<file path="src/assert_macros.svh">
// Assertion helpers for the rate limiter
`ifndef ASSERT_MACROS_SVH
`define ASSERT_MACROS_SVH
`ifndef SYNTHESIS
`define ASSERT_IMPL(label, cond) \
  label: assert property (@(posedge clk) disable iff (!rst_n) (cond)) else $error("assert failed");
`define ASSERT_NEXT(label, ante, cons) \
  label: assert property (@(posedge clk) disable iff (!rst_n) (ante) |=> (cons)) else $error("assert failed");
`else
`define ASSERT_IMPL(label, cond)
`define ASSERT_NEXT(label, ante, cons)
`endif
`endif

</file>
<file path="src/kwrl_pkg.sv">
package kwrl_pkg;
  localparam int TableEntries = 64;
  localparam int KeyBits = 32;
  localparam int TimeBits = 48;
  localparam int NumTables = 2;
  localparam int SlotBits = $clog2(TableEntries);
  localparam int FillBits = $clog2(TableEntries + 1);
  localparam int CntBits = 32;
  localparam int WinBits = 32;
  localparam logic [WinBits-1:0] WindowReset = WinBits'(60000);
  localparam logic [CntBits-1:0] CntMax = '1;
  localparam int QueueDepth = 2;

  typedef struct packed {
    logic                tsel;
    logic [KeyBits-1:0]  key;
    logic [TimeBits-1:0] now;
    logic                rdy;
  } item_t;

  typedef enum logic [1:0] {
    BK_IDLE,
    BK_MATCH,
    BK_UPDATE,
    BK_OUT
  } bk_state_t;
endpackage

</file>
<file path="src/kwrl_front.sv">
module kwrl_front (
  input  logic                   clk,
  input  logic                   rst_n,
  input  logic                   in_valid,
  output logic                   in_ready,
  input  logic                   in_table_select,
  input  logic [31:0]            in_key_id,
  input  logic [47:0]            in_now_ms,
  input  logic                   in_audit_ready,
  output logic                   q_valid,
  input  logic                   q_pop,
  output kwrl_pkg::item_t        q_item
);
  import kwrl_pkg::*;

  localparam int PtrBits = $clog2(QueueDepth);

  item_t                 mem_r [QueueDepth];
  logic [PtrBits-1:0]    wr_ptr_r, rd_ptr_r;
  logic [PtrBits:0]      cnt_r;
  item_t                 item_in;
  logic                  push;

  // Trim the item to the kept widths
  always_comb begin
    item_in.tsel = in_table_select;
    item_in.key  = KeyBits'(in_key_id);
    item_in.now  = TimeBits'(in_now_ms);
    item_in.rdy  = in_audit_ready;
  end

  assign in_ready = (cnt_r != (PtrBits+1)'(QueueDepth));
  assign push     = in_valid && in_ready;
  assign q_valid  = (cnt_r != '0);
  assign q_item   = mem_r[rd_ptr_r];

  // Store beat
  always_ff @(posedge clk) begin
    if (push) begin
      mem_r[wr_ptr_r] <= item_in;
    end
  end

  // Advance pointers
  always_ff @(posedge clk) begin
    if (!rst_n) begin
      wr_ptr_r <= '0;
      rd_ptr_r <= '0;
      cnt_r    <= '0;
    end else begin
      if (push) wr_ptr_r <= wr_ptr_r + 1'b1;
      if (q_pop) rd_ptr_r <= rd_ptr_r + 1'b1;
      case ({push, q_pop})
        2'b10:   cnt_r <= cnt_r + 1'b1;
        2'b01:   cnt_r <= cnt_r - 1'b1;
        default: cnt_r <= cnt_r;
      endcase
    end
  end
endmodule

</file>
<file path="config.mk">
export PLATFORM = sky130hd
export DESIGN_NAME = kwrl_front
export DESIGN_NICKNAME = d
export VERILOG_FILES = /design/src/assert_macros.svh /design/src/kwrl_pkg.sv /design/src/kwrl_front.sv
export SDC_FILE = /design/constraint.sdc
export NUM_CORES = 1
export LEC_CHECK = 0
export ABC_AREA = 1
export BUFFER_PORTS_ARGS = -buffer_cell sky130_fd_sc_hd__buf_2
export CORE_MARGIN = 1
export CORE_UTILIZATION = 49
export CTS_CLUSTER_DIAMETER = 100
export CTS_CLUSTER_SIZE = 20
export DETAILED_ROUTE_END_ITERATION = 10
export MAX_ROUTING_LAYER = met4
export PLACE_DENSITY_LB_ADDON = 0.15
export SKIP_CTS_REPAIR_TIMING = 1
export SLEW_MARGIN = 20
export SYNTH_ARGS = -nofsm -noshare
export SYNTH_HDL_FRONTEND = slang
export SYNTH_SLANG_ARGS = --single-unit
</file>
<file path="constraint.sdc">
create_clock -name clk -period 6.5 [get_ports clk]
set_clock_uncertainty 0.05 [all_clocks]
set_input_delay 0 -clock clk [delete_from_list [all_inputs] [get_ports clk]]
set_output_delay 0 -clock clk [all_outputs]
set_load 0.05 [all_outputs]
</file>
==> results.sh <==
export IMPL_status="complete, no violations"
export IMPL_irDropWorstVdd_mv=0.209
export IMPL_hold_end="wr_ptr_r"
export IMPL_drv_slew=0
export IMPL_syn_inst=289
export IMPL_via_per_inst=4.70
export IMPL_path_clk_slew_ns=0.06
export IMPL_antenna_found_initial=0
export IMPL_drtPass1Iterations=4
export IMPL_clock_path_buffers=2
export IMPL_period_needed_ns=2.72
export IMPL_cts_root_buf="clkbuf_16"
export IMPL_relSlewSlack_pct=43.3
export IMPL_avgSynthCellArea_um2=22.6
export IMPL_fin_util_pct=69.5
export IMPL_core_area_mm2=0.0128
export IMPL_ios=170
export IMPL_final_cell_mix="169 x buf_2, 164 x edfxtp_1, 84 x dlygate4sd3_1, 80 x mux2_4, 17 x clkbuf_16"
export IMPL_fin_ws_ns=3.78
export IMPL_worstReg2RegEnd="mem_r[0][28]"
export IMPL_fin_tns_setup_ns=0
export IMPL_die_h_um=118
export IMPL_wl_per_cell_um=15.5
export IMPL_crit_required_ns=6.45
export IMPL_yosys_area_share_xor_xnor_pct=0
export IMPL_holdPathStages=5
export IMPL_final_cells=741
export IMPL_synth_top_family_by_area="multiplexers"
export IMPL_numCtsBuffers=17
export IMPL_cts_htree_levels=4
export IMPL_first_global_vias=3196
export IMPL_placed_area_mm2=0.00750
export IMPL_timing_worst_setup_path_type="flop to output pin"
export IMPL_gp_congestion=0.723
export IMPL_period_share_pct=41.8
export IMPL_drc_errors=0
export IMPL_drt_initial_drc_count=210
export IMPL_worst_slew_pin_transition_ns=0.850
export IMPL_finalHoldViolCount=0
export IMPL_route_met2_wl_um=5820
export IMPL_leakagePower_uw=0.00358
export IMPL_drive_above_1_share_pct=49.9
export IMPL_grt_pass1_wl_um=16500
export IMPL_layout_nets=644
export IMPL_dpl_cell_count=626
export IMPL_stdcell_area_mm2=0.00891
export IMPL_powerDensity_mw_per_mm2=316
export IMPL_grt_ovfl_total=0
export IMPL_hold_start="in_valid"
export IMPL_netlist_area_mm2=0.00655
export IMPL_synth_cell_types=14
export IMPL_vias=3482
export IMPL_cp_start_kind="flop"
export IMPL_synth_compound_area_share_pct=0.153
export IMPL_synth_area_mux_share_pct=18.7
export IMPL_r2r_cells=5
export IMPL_grt_usage_pct=16.5
export IMPL_ys_ff_latch=169
export IMPL_r2r_start="cnt_r[0]"
export IMPL_wl_met3_um=632
export IMPL_die_w_um=118
export IMPL_worst_r2r_setup_slack_ns=4.23
export IMPL_insertedDiodeCount=0
export IMPL_dp_hpwl_um=6750
export IMPL_max_cap_violations=0
export IMPL_final_common_cell="buf_2"
export IMPL_top_layer="met4"
export IMPL_crit_arrival_ns=2.67
export IMPL_die_area_mm2=0.0138
export IMPL_crit_path_end_kind="output pin"
export IMPL_nFillCells=880
export IMPL_area_growth_pct=36.1
export IMPL_ys_warnings_count=0
export IMPL_max_freq_ghz=0.368
export IMPL_yosys_area_share_simple_pct=1.34
export IMPL_wirelength_um=11500
export IMPL_setup_viol=0
export IMPL_cts_sinks=169
export IMPL_yosysSeqAreaShare_pct=76.8
export IMPL_port_buffers=169
export IMPL_min_path_type="primary input to flop"
export IMPL_cts_tree="built"
export IMPL_dp_slack_ns=4.16
export IMPL_syn_nets=376
export IMPL_synth_adder_area_share_pct=0.191
export IMPL_start_util_pct=51.0
export IMPL_row_count=41
export IMPL_grt_max_degree=46
export IMPL_critPathMaxFanout=45
export IMPL_rsz0062_at_grt="false"
export IMPL_drt_antenna_violating_nets=0
export IMPL_clk_insertion_delay_late_ns=0.41
export IMPL_wl_met1_um=4800
==> layer usage <==
| layer | track usage [%] | vias to the layer above |
|---|---|---|
| li1 | - | 1665 |
| met1 | 19.8 | 1689 |
| met2 | 25.9 | 113 |
| met3 | 5.04 | 15 |
| met4 | 6.97 | 0 |
| met5 | - | - |
==> how the worst max path moves through the flow <==
stage	from	endpoint	slack, ns	depth (start not counted)
3_5_place_dp	flop	q_item[69]	4.16	3
3_3_place_gp	cnt_r[0]	mem_r[0][72]	3.80	5
6_report	flop	q_item[69]	3.78	3
4_1_cts	flop	q_item[69]	3.70	3
5_1_grt	flop	q_item[69]	3.62	3
2_1_floorplan	cnt_r[0]	mem_r[1][0]	1.48	4
==> kinds of logic after synthesis <==
group / count (synthesis)
and+or+nand+nor: 22
AOI/OAI and AO/OA: 2
muxes: 82
adders and majority gates: 1
buffers and inverters: 13
DFF: 169
==> Yosys cell counts <==
cell type  number  area share, %
nor2_1         10           0.57
nand4_1         1          0.096
ha_1            1           0.19
edfxtp_1      164             75
o21ai_0         1          0.076
mux2_4         80             18
nand2_1        10           0.57
buf_6           1           0.17
a21oi_1         1          0.076
mux2_2          2           0.34
dfxtp_1         5            1.5
inv_1           4           0.23
or2_2           1          0.096
buf_12          8            2.4
==> sequential cells by signal (all words and copies together) (netlist names), named ones only <==
name      cells
cnt_r         2
rd_ptr_r      1
wr_ptr_r      1
mem_r       164
==> area by class of cell <==
| cell class | instances | area [um2] | share of cell area (%) |
|---|---|---|---|
| multi-input combinational | 107 | 1350 | 15.1 |
| tap | 172 | 215 | 2.42 |
| inverter | 4 | 15.0 | 0.169 |
| clock buffer | 18 | 429 | 4.82 |
| timing repair buffer | 258 | 1740 | 19.5 |
| sequential | 169 | 5030 | 56.4 |
| clock inverter | 13 | 135 | 1.52 |
==> per-stage QoR <==
| stage | hold slack (ns) | total power, uW |
|---|---|---|
| after global routing | 0.0941 | 2910 |
| final | 0.0337 | 2810 |
| after CTS | -0.296 | 2790 |
| after detailed placement | 0.141 | 1830 |
| after global placement | 0.137 | 1820 |
| after floorplan | 0.0489 | 1740 |
==> report_power, final <==
part | switching (uW) | total (uW) | internal [uW] | leakage [uW]
clock | 375 | 966 | 591 | 0.000274
combinational | 335 | 523 | 188 | 0.00174
sequential | 30.0 | 1320 | 1290 | 0.00157
==> worst max-delay path: stages (launching register included) <==
cell,delay [ns]
dfxtp_4,0.81
buf_4,0.79
mux2_2,0.41
buf_2,0.21
No activity file was read; power rests on OpenSTA's default activity.
